File: config.mk
export PLATFORM = sky130hd
export DESIGN_NAME = relay_feedback_pid_autotuner_flat
export DESIGN_NICKNAME = d
export VERILOG_FILES = /design/src/hw/rtl/rfpa_pkg.sv /design/src/hw/rtl/rfpa_if.sv /design/src/hw/rtl/relay_feedback_pid_autotuner.sv /design/src/hw/rtl/rfpa_mul.sv /design/src/hw/rtl/rfpa_div.sv /design/src/flat_wrapper.sv
export SDC_FILE = /design/constraint.sdc
export NUM_CORES = 2
export LEC_CHECK = 0
export ABC_AREA = 1
export BUFFER_PORTS_ARGS = -buffer_cell sky130_fd_sc_hd__clkbuf_2
export CORE_MARGIN = 3
export CORE_UTILIZATION = 45
export DETAILED_ROUTE_END_ITERATION = 8
export GPL_TIMING_DRIVEN = 0
export PLACE_DENSITY = 0.58
export SETUP_SLACK_MARGIN = 0.1
export SYNTH_ARGS = -nofsm -noshare
export SYNTH_HDL_FRONTEND = slang
export SYNTH_SLANG_ARGS = --single-unit
File: constraint.sdc
create_clock -name clk -period 17.3 [get_ports clk]
set_clock_uncertainty 0.05 [all_clocks]
set_input_delay 2.595 -clock clk [delete_from_list [all_inputs] [get_ports clk]]
set_output_delay 2.595 -clock clk [all_outputs]
set_load 0.005 [all_outputs]
File: src/hw/rtl/rfpa_pkg.sv
package rfpa_pkg;

	localparam int unsigned SAMPLE_W = 32;
	localparam int unsigned TS_W     = 32;
	localparam int unsigned GAIN_W   = 31;
	localparam int unsigned CFG_IW   = 3;
	localparam int unsigned CFG_DW   = 31;

	// bit-serial multiplier: 32 x 32, one multiplier bit a cycle
	localparam int unsigned MUL_W  = 32;
	localparam int unsigned MUL_CW = 5;

	// restoring divider: one quotient bit a cycle
	localparam int unsigned DIV_NW = 68;
	localparam int unsigned DIV_DW = 48;
	localparam int unsigned DIV_CW = 7;

	localparam logic [31:0] KP_COEF = 32'd2485691930;
	localparam logic [GAIN_W-1:0] GAIN_MAX = '1;

	localparam logic [CFG_IW-1:0] REG_VELOCITY_MODE = 3'd0;
	localparam logic [CFG_IW-1:0] REG_CYCLES_NEEDED = 3'd1;
	localparam logic [CFG_IW-1:0] REG_AMP_TOL       = 3'd2;
	localparam logic [CFG_IW-1:0] REG_PER_TOL       = 3'd3;
	localparam logic [CFG_IW-1:0] REG_RELAY_HEIGHT  = 3'd4;

	typedef enum logic [1:0] {
		PH_START = 2'd0,
		PH_NEG   = 2'd1,
		PH_POS   = 2'd2,
		PH_DONE  = 2'd3
	} phase_t;

	typedef enum logic [3:0] {
		ST_IDLE,
		ST_EVAL,
		ST_MUL_A,
		ST_MUL_P,
		ST_KP_MUL,
		ST_KP_DIV,
		ST_KI_DIV,
		ST_KD_MUL,
		ST_KD_DIV,
		ST_FIN
	} state_t;

	function automatic logic [GAIN_W-1:0] sat_gain(input logic [DIV_NW-1:0] v);
		if (v[DIV_NW-1:GAIN_W] != '0) begin
			return GAIN_MAX;
		end
		return v[GAIN_W-1:0];
	endfunction

endpackage

File: src/hw/rtl/rfpa_if.sv
interface rfpa_meas_if;
	import rfpa_pkg::*;
	logic                       valid;
	logic                       ready;
	logic signed [SAMPLE_W-1:0] sample;
	logic [TS_W-1:0]            timestamp;
	modport source (output valid, sample, timestamp, input ready);
	modport sink   (input valid, sample, timestamp, output ready);
endinterface

interface rfpa_result_if;
	import rfpa_pkg::*;
	logic                       valid;
	logic                       ready;
	logic signed [SAMPLE_W-1:0] effort;
	logic [1:0]                 phase;
	logic                       gains_valid;
	logic [TS_W-1:0]            cycle_period;
	logic [GAIN_W-1:0]          cycle_amplitude;
	logic [GAIN_W-1:0]          gain_p;
	logic [GAIN_W-1:0]          gain_i;
	logic [GAIN_W-1:0]          gain_d;
	modport source (output valid, effort, phase, gains_valid, cycle_period,
		cycle_amplitude, gain_p, gain_i, gain_d, input ready);
	modport sink   (input valid, effort, phase, gains_valid, cycle_period,
		cycle_amplitude, gain_p, gain_i, gain_d, output ready);
endinterface

File: src/hw/rtl/relay_feedback_pid_autotuner.sv
// relay feedback autotuner with tyreus-luyben gain rules
//
// meas channel: one request per control tick, carrying a signed q16.16
// sample and a wrapping tick timestamp. result channel: one request per
// measurement with the relay effort, the phase, the last cycle's period
// and amplitude, and the gains on the request where tuning completes.
// configuration: cfg_wr_en/cfg_index/cfg_wdata; the user must write it
// only while idle, which the block itself does not enforce.
// an ordinary sample is captured, evaluated and then written to the
// output register once it is free. a sample that closes an oscillation
// cycle runs two serial multiplies for the tolerance checks; the
// completing sample then adds two multiplies and up to three divisions.
// the serial multiplier and the restoring divider each work one bit per
// cycle.
// one measurement is worked on at a time; a new one is taken as soon as
// the previous result sits in the output register, even while the
// receiver stalls it. a stalled result holds until taken.
// reset: tuner in start phase, peaks and history at zero, registers at
// their defaults; no clearing pass is needed.
module relay_feedback_pid_autotuner (
	input  logic                        clk,
	input  logic                        arst_n,
	input  logic                        cfg_wr_en,
	input  logic [rfpa_pkg::CFG_IW-1:0] cfg_index,
	input  logic [rfpa_pkg::CFG_DW-1:0] cfg_wdata,
	rfpa_meas_if.sink                   meas,
	rfpa_result_if.source               result
);
	import rfpa_pkg::*;

	// configuration registers
	logic              vmode_q;
	logic [7:0]        needed_q;
	logic [15:0]       tol_a_q;
	logic [15:0]       tol_p_q;
	logic [GAIN_W-1:0] height_q;

	// tuner state
	state_t                     state_q, state_nx;
	phase_t                     phase_q;
	logic signed [SAMPLE_W-1:0] cross_q;
	logic signed [SAMPLE_W-1:0] high_q;
	logic signed [SAMPLE_W-1:0] low_q;
	logic [TS_W-1:0]            cstart_q;
	logic [TS_W-1:0]            pprev_q;
	logic [GAIN_W-1:0]          aprev_q;
	logic [7:0]                 mc_q;
	logic [TS_W-1:0]            hper_q;
	logic [GAIN_W-1:0]          hamp_q;
	logic                       gv_q;
	logic                       amp_ok_q;
	logic                       issued_q;
	logic [GAIN_W-1:0]          kp_q;
	logic [GAIN_W-1:0]          ki_q;
	logic [GAIN_W-1:0]          kd_q;

	// captured request
	logic signed [SAMPLE_W-1:0] s_q;
	logic [TS_W-1:0]            ts_q;

	// output register
	logic                       out_valid_q;
	logic signed [SAMPLE_W-1:0] out_eff_q;
	logic [1:0]                 out_phase_q;
	logic                       out_gv_q;
	logic [TS_W-1:0]            out_per_q;
	logic [GAIN_W-1:0]          out_amp_q;
	logic [GAIN_W-1:0]          out_kp_q;
	logic [GAIN_W-1:0]          out_ki_q;
	logic [GAIN_W-1:0]          out_kd_q;

	// shared arithmetic units
	logic                mul_start, mul_done;
	logic [MUL_W-1:0]    mul_a, mul_b;
	logic [2*MUL_W-1:0]  mul_prod;
	logic                div_start, div_done;
	logic [DIV_NW-1:0]   div_n;
	logic [DIV_DW-1:0]   div_d;
	logic [DIV_NW-1:0]   div_q;

	rfpa_mul u_mul (
		.clk(clk), .arst_n(arst_n), .start(mul_start), .a(mul_a), .b(mul_b),
		.done(mul_done), .prod(mul_prod)
	);

	rfpa_div u_div (
		.clk(clk), .arst_n(arst_n), .start(div_start), .dividend(div_n),
		.divisor(div_d), .done(div_done), .quotient(div_q)
	);

	// evaluation of the captured sample
	logic                       start_ph;
	phase_t                     ph0;
	logic signed [SAMPLE_W-1:0] cross_e, hp_e, lp_e, xlvl;
	logic                       closing, falling;
	logic signed [SAMPLE_W:0]   pk_diff;
	logic [GAIN_W-1:0]          amp;

	assign start_ph = (phase_q == PH_START);
	assign ph0      = start_ph ? PH_NEG : phase_q;
	// position mode latches the first sample as crossing level and peaks
	assign cross_e  = (start_ph && !vmode_q) ? s_q : cross_q;
	assign hp_e     = (start_ph && !vmode_q) ? s_q : high_q;
	assign lp_e     = (start_ph && !vmode_q) ? s_q : low_q;
	assign xlvl     = vmode_q ? '0 : cross_e;
	assign closing  = (ph0 == PH_NEG) && (s_q > xlvl);
	assign falling  = (ph0 == PH_POS) && (s_q < xlvl);
	assign pk_diff  = {hp_e[SAMPLE_W-1], hp_e} - {lp_e[SAMPLE_W-1], lp_e};
	// half peak-to-peak, zero when the swing is not positive
	assign amp      = (!pk_diff[SAMPLE_W] && pk_diff != '0) ? pk_diff[SAMPLE_W-1:1] : '0;

	// match tests: |cur - prev| * 2^16 < tol * prev
	logic [GAIN_W-1:0] d_amp;
	logic [TS_W-1:0]   d_per;
	logic              amp_ok, per_ok, ok;
	logic [7:0]        mc_inc, mc_new;
	logic              complete;

	assign d_amp    = (hamp_q > aprev_q) ? hamp_q - aprev_q : aprev_q - hamp_q;
	assign d_per    = (hper_q > pprev_q) ? hper_q - pprev_q : pprev_q - hper_q;
	assign amp_ok   = {17'd0, d_amp, 16'd0} < mul_prod;
	assign per_ok   = {16'd0, d_per, 16'd0} < mul_prod;
	assign ok       = amp_ok_q && per_ok;
	assign mc_inc   = (mc_q == 8'hFF) ? mc_q : mc_q + 8'd1;
	assign mc_new   = ok ? mc_inc : 8'd0;
	assign complete = ok && (mc_new >= needed_q);

	// gain operands
	logic [34:0] kp_x9;
	logic [36:0] per_x20;
	logic [66:0] q_x10;

	assign kp_x9   = {1'b0, kp_q, 3'b0} + 35'(kp_q);
	assign per_x20 = {1'b0, hper_q, 4'b0} + {3'b0, hper_q, 2'b0};
	assign q_x10   = {1'b0, mul_prod[62:0], 3'b0} + {3'b0, mul_prod[62:0], 1'b0};

	// next state
	always_comb begin
		state_nx = state_q;
		case (state_q)
			ST_IDLE: begin
				if (meas.valid) state_nx = ST_EVAL;
			end
			ST_EVAL: begin
				state_nx = closing ? ST_MUL_A : ST_FIN;
			end
			ST_MUL_A: begin
				if (mul_done) state_nx = ST_MUL_P;
			end
			ST_MUL_P: begin
				if (mul_done) state_nx = complete ? ST_KP_MUL : ST_FIN;
			end
			ST_KP_MUL: begin
				if (mul_done) state_nx = (hamp_q == '0) ? ST_KI_DIV : ST_KP_DIV;
			end
			ST_KP_DIV: begin
				if (div_done) state_nx = ST_KI_DIV;
			end
			ST_KI_DIV: begin
				if (hper_q == '0 || div_done) state_nx = ST_KD_MUL;
			end
			ST_KD_MUL: begin
				if (mul_done) state_nx = ST_KD_DIV;
			end
			ST_KD_DIV: begin
				if (div_done) state_nx = ST_FIN;
			end
			ST_FIN: begin
				if (!out_valid_q || result.ready) state_nx = ST_IDLE;
			end
			default: state_nx = ST_IDLE;
		endcase
	end

	// unit issue and operand selection
	always_comb begin
		mul_start  = 1'b0;
		div_start  = 1'b0;
		mul_a      = '0;
		mul_b      = '0;
		div_n      = '0;
		div_d      = '0;
		meas.ready = 1'b0;
		case (state_q)
			ST_IDLE: begin
				meas.ready = 1'b1;
			end
			ST_MUL_A: begin
				mul_start = !issued_q;
				mul_a     = {16'd0, tol_a_q};
				mul_b     = {1'b0, aprev_q};
			end
			ST_MUL_P: begin
				mul_start = !issued_q;
				mul_a     = {16'd0, tol_p_q};
				mul_b     = pprev_q;
			end
			ST_KP_MUL: begin
				mul_start = !issued_q;
				mul_a     = {1'b0, height_q};
				mul_b     = KP_COEF;
			end
			ST_KP_DIV: begin
				div_start = !issued_q;
				div_n     = {5'd0, mul_prod[62:0]};
				div_d     = {1'b0, hamp_q, 16'd0};
			end
			ST_KI_DIV: begin
				div_start = !issued_q && (hper_q != '0);
				div_n     = DIV_NW'(kp_x9);
				div_d     = DIV_DW'(per_x20);
			end
			ST_KD_MUL: begin
				mul_start = !issued_q;
				mul_a     = {1'b0, kp_q};
				mul_b     = hper_q;
			end
			ST_KD_DIV: begin
				div_start = !issued_q;
				div_n     = {1'b0, q_x10};
				div_d     = 48'd63;
			end
			default: begin
			end
		endcase
	end

	assign result.valid           = out_valid_q;
	assign result.effort          = out_eff_q;
	assign result.phase           = out_phase_q;
	assign result.gains_valid     = out_gv_q;
	assign result.cycle_period    = out_per_q;
	assign result.cycle_amplitude = out_amp_q;
	assign result.gain_p          = out_kp_q;
	assign result.gain_i          = out_ki_q;
	assign result.gain_d          = out_kd_q;

	// control and tuner state
	always_ff @(posedge clk or negedge arst_n) begin
		if (!arst_n) begin
			state_q     <= ST_IDLE;
			vmode_q     <= 1'b0;
			needed_q    <= 8'd3;
			tol_a_q     <= 16'd6554;
			tol_p_q     <= 16'd6554;
			height_q    <= 31'd65536;
			phase_q     <= PH_START;
			cross_q     <= '0;
			high_q      <= '0;
			low_q       <= '0;
			cstart_q    <= '0;
			pprev_q     <= '0;
			aprev_q     <= '0;
			mc_q        <= '0;
			hper_q      <= '0;
			hamp_q      <= '0;
			gv_q        <= 1'b0;
			issued_q    <= 1'b0;
			out_valid_q <= 1'b0;
		end else begin
			state_q <= state_nx;

			if (cfg_wr_en) begin
				case (cfg_index)
					REG_VELOCITY_MODE: vmode_q  <= cfg_wdata[0];
					REG_CYCLES_NEEDED: needed_q <= cfg_wdata[7:0];
					REG_AMP_TOL:       tol_a_q  <= cfg_wdata[15:0];
					REG_PER_TOL:       tol_p_q  <= cfg_wdata[15:0];
					REG_RELAY_HEIGHT:  height_q <= cfg_wdata;
					default: begin
					end
				endcase
			end

			if (mul_start || div_start) begin
				issued_q <= 1'b1;
			end else if (mul_done || div_done) begin
				issued_q <= 1'b0;
			end

			if (state_q == ST_EVAL) begin
				gv_q    <= 1'b0;
				cross_q <= cross_e;
				if (phase_q == PH_DONE) begin
					// done: phase, peaks and timing hold
				end else if (closing) begin
					phase_q  <= PH_POS;
					hper_q   <= ts_q - cstart_q;
					hamp_q   <= amp;
					cstart_q <= ts_q;
					high_q   <= s_q;
					low_q    <= xlvl;
				end else if (falling) begin
					phase_q <= PH_NEG;
					high_q  <= hp_e;
					low_q   <= (s_q < lp_e) ? s_q : lp_e;
				end else if (ph0 == PH_POS) begin
					phase_q <= ph0;
					high_q  <= (s_q > hp_e) ? s_q : hp_e;
					low_q   <= lp_e;
				end else begin
					phase_q <= ph0;
					high_q  <= hp_e;
					low_q   <= (s_q < lp_e) ? s_q : lp_e;
				end
			end

			// period test done: update history and match count
			if (state_q == ST_MUL_P && mul_done) begin
				aprev_q <= hamp_q;
				pprev_q <= hper_q;
				mc_q    <= mc_new;
				if (complete) begin
					phase_q <= PH_DONE;
					gv_q    <= 1'b1;
				end
			end

			if (state_q == ST_FIN && (!out_valid_q || result.ready)) begin
				out_valid_q <= 1'b1;
			end else if (result.ready) begin
				out_valid_q <= 1'b0;
			end
		end
	end

	// payload registers
	always_ff @(posedge clk) begin
		if (meas.valid && meas.ready) begin
			s_q  <= meas.sample;
			ts_q <= meas.timestamp;
		end
		if (state_q == ST_MUL_A && mul_done) begin
			amp_ok_q <= amp_ok;
		end
		if (state_q == ST_KP_MUL && mul_done && hamp_q == '0) begin
			kp_q <= GAIN_MAX;
		end
		if (state_q == ST_KP_DIV && div_done) begin
			kp_q <= sat_gain(div_q);
		end
		if (state_q == ST_KI_DIV) begin
			if (hper_q == '0) begin
				ki_q <= (kp_q == '0) ? '0 : GAIN_MAX;
			end else if (div_done) begin
				ki_q <= sat_gain(div_q);
			end
		end
		if (state_q == ST_KD_DIV && div_done) begin
			kd_q <= sat_gain(div_q);
		end
		if (state_q == ST_FIN && (!out_valid_q || result.ready)) begin
			case (phase_q)
				PH_POS:  out_eff_q <= -$signed({1'b0, height_q});
				PH_NEG:  out_eff_q <= $signed({1'b0, height_q});
				default: out_eff_q <= '0;
			endcase
			out_phase_q <= phase_q;
			out_gv_q    <= gv_q;
			out_per_q   <= hper_q;
			out_amp_q   <= hamp_q;
			out_kp_q    <= gv_q ? kp_q : '0;
			out_ki_q    <= gv_q ? ki_q : '0;
			out_kd_q    <= gv_q ? kd_q : '0;
		end
	end

endmodule

File: src/hw/rtl/rfpa_mul.sv
module rfpa_mul (
	input  logic                             clk,
	input  logic                             arst_n,
	input  logic                             start,
	input  logic [rfpa_pkg::MUL_W-1:0]       a,
	input  logic [rfpa_pkg::MUL_W-1:0]       b,
	output logic                             done,
	output logic [2*rfpa_pkg::MUL_W-1:0]     prod
);
	import rfpa_pkg::*;

	logic [MUL_W-1:0]   a_q;
	logic [2*MUL_W-1:0] p_q;
	logic [MUL_CW-1:0]  cnt_q;
	logic               busy_q;
	logic               done_q;
	logic [MUL_W:0]     sum;

	// add the multiplicand to the upper half when the low bit is set
	assign sum  = {1'b0, p_q[2*MUL_W-1:MUL_W]} + (p_q[0] ? {1'b0, a_q} : '0);
	assign done = done_q;
	assign prod = p_q;

	always_ff @(posedge clk or negedge arst_n) begin
		if (!arst_n) begin
			busy_q <= 1'b0;
			done_q <= 1'b0;
			cnt_q  <= '0;
		end else begin
			done_q <= 1'b0;
			if (start) begin
				busy_q <= 1'b1;
				cnt_q  <= '0;
			end else if (busy_q) begin
				cnt_q <= cnt_q + 1'b1;
				if (cnt_q == MUL_CW'(MUL_W - 1)) begin
					busy_q <= 1'b0;
					done_q <= 1'b1;
				end
			end
		end
	end

	always_ff @(posedge clk) begin
		if (start) begin
			a_q <= a;
			p_q <= {{MUL_W{1'b0}}, b};
		end else if (busy_q) begin
			p_q <= {sum, p_q[MUL_W-1:1]};
		end
	end

endmodule

File: src/hw/rtl/rfpa_div.sv
module rfpa_div (
	input  logic                        clk,
	input  logic                        arst_n,
	input  logic                        start,
	input  logic [rfpa_pkg::DIV_NW-1:0] dividend,
	input  logic [rfpa_pkg::DIV_DW-1:0] divisor,
	output logic                        done,
	output logic [rfpa_pkg::DIV_NW-1:0] quotient
);
	import rfpa_pkg::*;

	logic [DIV_NW-1:0] n_q;
	logic [DIV_DW-1:0] r_q;
	logic [DIV_DW-1:0] d_q;
	logic [DIV_CW-1:0] cnt_q;
	logic              busy_q;
	logic              done_q;
	logic [DIV_DW:0]   shifted;
	logic [DIV_DW:0]   diff;
	logic              ge;

	assign shifted  = {r_q, n_q[DIV_NW-1]};
	assign ge       = shifted >= {1'b0, d_q};
	assign diff     = shifted - {1'b0, d_q};
	assign done     = done_q;
	assign quotient = n_q;

	always_ff @(posedge clk or negedge arst_n) begin
		if (!arst_n) begin
			busy_q <= 1'b0;
			done_q <= 1'b0;
			cnt_q  <= '0;
		end else begin
			done_q <= 1'b0;
			if (start) begin
				busy_q <= 1'b1;
				cnt_q  <= '0;
			end else if (busy_q) begin
				cnt_q <= cnt_q + 1'b1;
				if (cnt_q == DIV_CW'(DIV_NW - 1)) begin
					busy_q <= 1'b0;
					done_q <= 1'b1;
				end
			end
		end
	end

	always_ff @(posedge clk) begin
		if (start) begin
			n_q <= dividend;
			r_q <= '0;
			d_q <= divisor;
		end else if (busy_q) begin
			n_q <= {n_q[DIV_NW-2:0], ge};
			r_q <= ge ? diff[DIV_DW-1:0] : shifted[DIV_DW-1:0];
		end
	end

endmodule

File: src/flat_wrapper.sv
// flat-port wrapper written by rule: the top's interface ports become plain ports
module relay_feedback_pid_autotuner_flat import rfpa_pkg::*;
  (clk, arst_n, cfg_wr_en, cfg_index, cfg_wdata, meas_valid, meas_sample, meas_timestamp, meas_ready, result_valid, result_effort, result_phase, result_gains_valid, result_cycle_period, result_cycle_amplitude, result_gain_p, result_gain_i, result_gain_d, result_ready);
  rfpa_meas_if meas_i ();
  rfpa_result_if result_i ();
  input  logic clk;
  input  logic arst_n;
  input  logic cfg_wr_en;
  input  logic [rfpa_pkg::CFG_IW-1:0] cfg_index;
  input  logic [rfpa_pkg::CFG_DW-1:0] cfg_wdata;
  input wire logic [$bits(meas_i.valid)-1:0] meas_valid;
  input wire logic [$bits(meas_i.sample)-1:0] meas_sample;
  input wire logic [$bits(meas_i.timestamp)-1:0] meas_timestamp;
  output wire logic [$bits(meas_i.ready)-1:0] meas_ready;
  output wire logic [$bits(result_i.valid)-1:0] result_valid;
  output wire logic [$bits(result_i.effort)-1:0] result_effort;
  output wire logic [$bits(result_i.phase)-1:0] result_phase;
  output wire logic [$bits(result_i.gains_valid)-1:0] result_gains_valid;
  output wire logic [$bits(result_i.cycle_period)-1:0] result_cycle_period;
  output wire logic [$bits(result_i.cycle_amplitude)-1:0] result_cycle_amplitude;
  output wire logic [$bits(result_i.gain_p)-1:0] result_gain_p;
  output wire logic [$bits(result_i.gain_i)-1:0] result_gain_i;
  output wire logic [$bits(result_i.gain_d)-1:0] result_gain_d;
  input wire logic [$bits(result_i.ready)-1:0] result_ready;
  assign meas_i.valid = meas_valid;
  assign meas_i.sample = meas_sample;
  assign meas_i.timestamp = meas_timestamp;
  assign meas_ready = meas_i.ready;
  assign result_valid = result_i.valid;
  assign result_effort = result_i.effort;
  assign result_phase = result_i.phase;
  assign result_gains_valid = result_i.gains_valid;
  assign result_cycle_period = result_i.cycle_period;
  assign result_cycle_amplitude = result_i.cycle_amplitude;
  assign result_gain_p = result_i.gain_p;
  assign result_gain_i = result_i.gain_i;
  assign result_gain_d = result_i.gain_d;
  assign result_i.ready = result_ready;
  relay_feedback_pid_autotuner u_core (.clk(clk), .arst_n(arst_n), .cfg_wr_en(cfg_wr_en), .cfg_index(cfg_index), .cfg_wdata(cfg_wdata), .meas(meas_i), .result(result_i));
endmodule
==> summary.md <==
| Metric | Value |
|---|---|
| Critical Path Slowest Stage Cell | `sky130_fd_sc_hd__dfrtp_1` |
| Cell count after placement | `~12000` |
| Clock tree from TritonCTS | `yes` |
| Clock tree sinks | `just under 1000` |
| Effective utilization at floorplan | `45.6%` |
| Result of the run | `completed` |
| Final Power | `roughly 5.4 mW` |
| Post-route cell area | `approximately 0.08 mm²` |
| Remaining design rule violation count | `0` |
| Worst Hold Margin | `roughly 0.42 ns` |
| Antenna violation net count after detailed routing | `0` |
| Number of warnings printed during yosys synthesis | `0` |
| Initial DRC count | `between 7000 and 8000` |
| Critical Path Fanout Max | `10` |
| Number of antenna violations at the first check in global routing | `12` |
| Relative area change from synthesis to final layout | `11.5%` |
| Core Region | `about 0.16 mm²` |
| Post-synth EDFFs | `between 500 and 600` |
| Root buffer cell | `sky130_fd_sc_hd__clkbuf_16` |
| Post-placement worst setup slack | `roughly 9.9 ns` |
| # Post-CTS Setup Buffers | `0` |
| Placer congestion estimate | `between 1 and 1.5` |
| Total grt overflow | `0` |
| Kind of path behind the tightest hold check | `flop to flop` |
| Final Max Tran Viols | `0` |
| Switching power as a share of total power | `27.4%` |
| Unrepaired setup endpoints after global routing | `no` |
| Number of rows in the core area | `approximately 140` |
| Biggest cell delay along the critical path | `0.85 ns` |
| CTS Buffer Depth | `3` |
| Die area | `roughly 0.16 mm²` |
| Fin crit share | `~45%` |
| Maximum vdd ir drop | `0.0000854 V` |
| Comb power frac | `10.5%` |
| Delay-heaviest family, CP | `simple AND/OR/NAND/NOR gates` |
| Summed instance area of the synthesized netlist | `between 0.07 and 0.08 mm²` |
| Final Setup Violations | `0` |
| Final Hold Violating Endpoints | `0` |
| Fraction of final layout cells with drive strength greater than 1 | `7.27%` |
| Net switching power | `approximately 1.5 mW` |
| Total number of vias | `just under 70000` |
| Dominant synthesized flop cell | `sky130_fd_sc_hd__edfxtp_1` |
| GRT Overall Usage | `a little over a third` |
| Global-route wire length before repair | `424000 µm` |
| Max-cap violation count | `0` |
| Final setup TNS | `0 ns` |
| Width of the chip | `402 µm` |
| Fraction of post-synthesis cell area in the top cell type by area | `between 20% and 30%` |
| Transition time at the pin with the least slew margin | `about 1.4 ns` |
| Clock H-tree levels | `3` |
| Layout fillers | `~16000` |
| DRT Pass-1 Iters | `7` |
| Capturing element type of the critical path | `flop` |
| Startpoint class of the critical path | `flop` |
| Ys async rst share | `a little under two fifths` |
| Cell type with the highest occurrence count on the critical path | `sky130_fd_sc_hd__nand2_1` |
| Hold-fix buffers, CTS | `0` |
| Most instantiated library cell after synthesis | `sky130_fd_sc_hd__nand2_1` |
| Maximum operating frequency | `~130 MHz` |
| Final Instance Count excl. Fillers | `~12000` |
| # nets final | `roughly 11000` |
| Vias per cell | `between 5 and 6` |
| Share of the yosys chip area belonging to registers | `a little under two fifths` |
| Arrival time reported for the critical path endpoint | `between 8 and 9 ns` |
| Number of register bits inferred by synthesis | `965` |
| Clock-pin transition on the worst setup and hold timing paths | `roughly 0.060 ns` |
| Total of buffers placed on input and output ports | `295` |
| Total I/O pin count | `296` |
| Post-Syn Area per Cell | `7.33 µm²` |
| Ranking of synthesized cells by area | `sky130_fd_sc_hd__edfxtp_1 (22%), sky130_fd_sc_hd__dfrtp_1 (12%), sky130_fd_sc_hd__nand2_1 (12%)` |
| Number of buffers and inverters on the critical path | `7` |
| Latest clock arrival within the worst-skew pair | `~0.78 ns` |
| Vias in the first global route | `between 60000 and 70000` |
| Sequential fraction of design power | `between 40% and 50%` |
| Top cell type by total area after synthesis | `sky130_fd_sc_hd__edfxtp_1` |
| Clock buffer count from CTS | `110` |
| DRT Wirelength | `290000 µm` |
| Type of the setup path with the least slack | `flop to flop` |
| Worst path setup slack after routing | `approximately 9.5 ns` |
| Clock share of power | `between 40% and 50%` |
| Synthesized netlist cell count | `9650` |
| Worst EP required | `17.91 ns` |
| Height of the die | `~400 µm` |
| Maximum number of pins on one net before global-route repair | `between 100 and 150` |
| Detail Placement HPWL | `240000 µm` |
| Placed instance area | `0.0752 mm²` |
| Fin crit period | `~7.8 ns` |
| Slew headroom | `6.27%` |
| Commonest cells in the netlist | `sky130_fd_sc_hd__nand2_1 (2241), sky130_fd_sc_hd__inv_1 (1494), sky130_fd_sc_hd__nor2_1 (853)` |
| Netlist cell types | `73` |
| Cell internal power dissipation | `between 3 and 4 mW` |
| Standby leakage power | `36.7 nW` |
| # resized after CTS | `0` |
| Final core area utilization | `~51%` |
| Avg WL per Cell | `between 20 and 25 µm` |
| Post-synthesis net count | `around 10000` |
| PD cells | `between 60 and 70 mW/mm²` |
-- final timing paths --
| check | startpoint | end | slack [ns] | depth (start not counted) |
|---|---|---|---|---|
| min in group asynchronous | arst_n | u_core.cross_q[31]$_DFFE_PN0P_ | 1.83 | 1 |
| hold / removal | u_core.u_div.r_q[8]$_SDFFE_PP0P_ | u_core.u_div.r_q[8]$_SDFFE_PP0P_ | 0.42 | 2 |
| setup reg to reg | u_core.hper_q[5]$_DFFE_PN0P_ | u_core.state_q[2]$_DFFE_PN0P_ | 9.54 | 34 |
| setup / recovery | u_core.hper_q[5]$_DFFE_PN0P_ | u_core.state_q[2]$_DFFE_PN0P_ | 9.54 | 34 |
| max in group asynchronous | arst_n | u_core.aprev_q[0]$_DFFE_PN0P_ | 14.36 | 2 |
| hold reg to reg | u_core.u_div.r_q[8]$_SDFFE_PP0P_ | u_core.u_div.r_q[8]$_SDFFE_PP0P_ | 0.42 | 2 |
-- power by group through the flow --
stage	sequential, mW	clock, mW	combinational [mW]
after detailed placement	2.52	0	0.557
after global placement	2.52	0	0.547
final	2.48	2.39	0.568
after global routing	2.48	2.52	0.639
after floorplan	2.51	0	0.377
after CTS	2.47	2.43	0.560
-- flip-flops by register name, indices dropped and copies added (netlist names), 32 cells and up --
| register | count |
|---|---|
| u_core.u_div.quotient | 68 |
| u_core.u_mul.prod | 64 |
| u_core.u_div.r_q | 48 |
| u_core.u_div.d_q | 46 |
| u_core.cross_q | 32 |
| u_core.cstart_q | 32 |
| u_core.high_q | 32 |
| u_core.hper_q | 32 |
| u_core.low_q | 32 |
| u_core.pprev_q | 32 |
| u_core.result.cycle_period | 32 |
| u_core.result.effort | 32 |
| u_core.s_q | 32 |
| u_core.ts_q | 32 |
-- kinds of logic (layout without fill, tap and decap cells) --
| family | count (synthesis) | in the layout | share of synthesized area [%] |
|---|---|---|---|
| flip-flops | 965 | 965 | 37.3 |
| AO/OA/AOI/OAI | 2106 | 2106 | 16.3 |
| other | 0 | 2 | 0 |
| AND/OR/NAND/NOR | 3963 | 3963 | 23.4 |
| multiplexers | 3 | 3 | 0.0478 |
| adder cells (fa/ha/maj) | 570 | 570 | 10.2 |
| XOR/XNOR | 223 | 223 | 2.77 |
| buffers and inverters | 1820 | 2338 | 9.98 |
-- cells in the final DEF (no fill, tap or decap), drive strengths merged, types with 342 or more instances in the layout --
cell	count
inv	1533
o21ai	916
nand2	2254
clkbuf	623
edfxtp	526
dfrtp	342
nand3	478
a21oi	782
nor2	863
ha	559
-- final cells by class --
cell class,count,area (µm²),area share [%]
well taps,2044,2560,3.24
diodes,2,5.00,0.00635
plain buffers,292,1330,1.68
clock inverters,61,672,0.852
inverters,1528,5740,7.27
repair buffers,309,1810,2.30
clock buffers,148,3030,3.84
flip-flops and latches,965,26400,33.5
multi-input cells,6865,37300,47.3
-- layer usage --
metal | global-route usage, % | share of wire [%]
met5 | 0 | 0.0093
met4 | 13.4 | 4.3
met3 | 5.83 | 8.9
met2 | 52.4 | 42
met1 | 49.9 | 44
-- worst reg2reg max path: cells and delay by family, from the launching register on --
kind | cells | cell delay (ns)
compound gates | 3 | 0.57
fa+ha+maj | 3 | 0.92
buf+inv | 7 | 1.43
flops | 1 | 0.85
simple gates | 21 | 3.83
(Power assumes the default switching activity.)
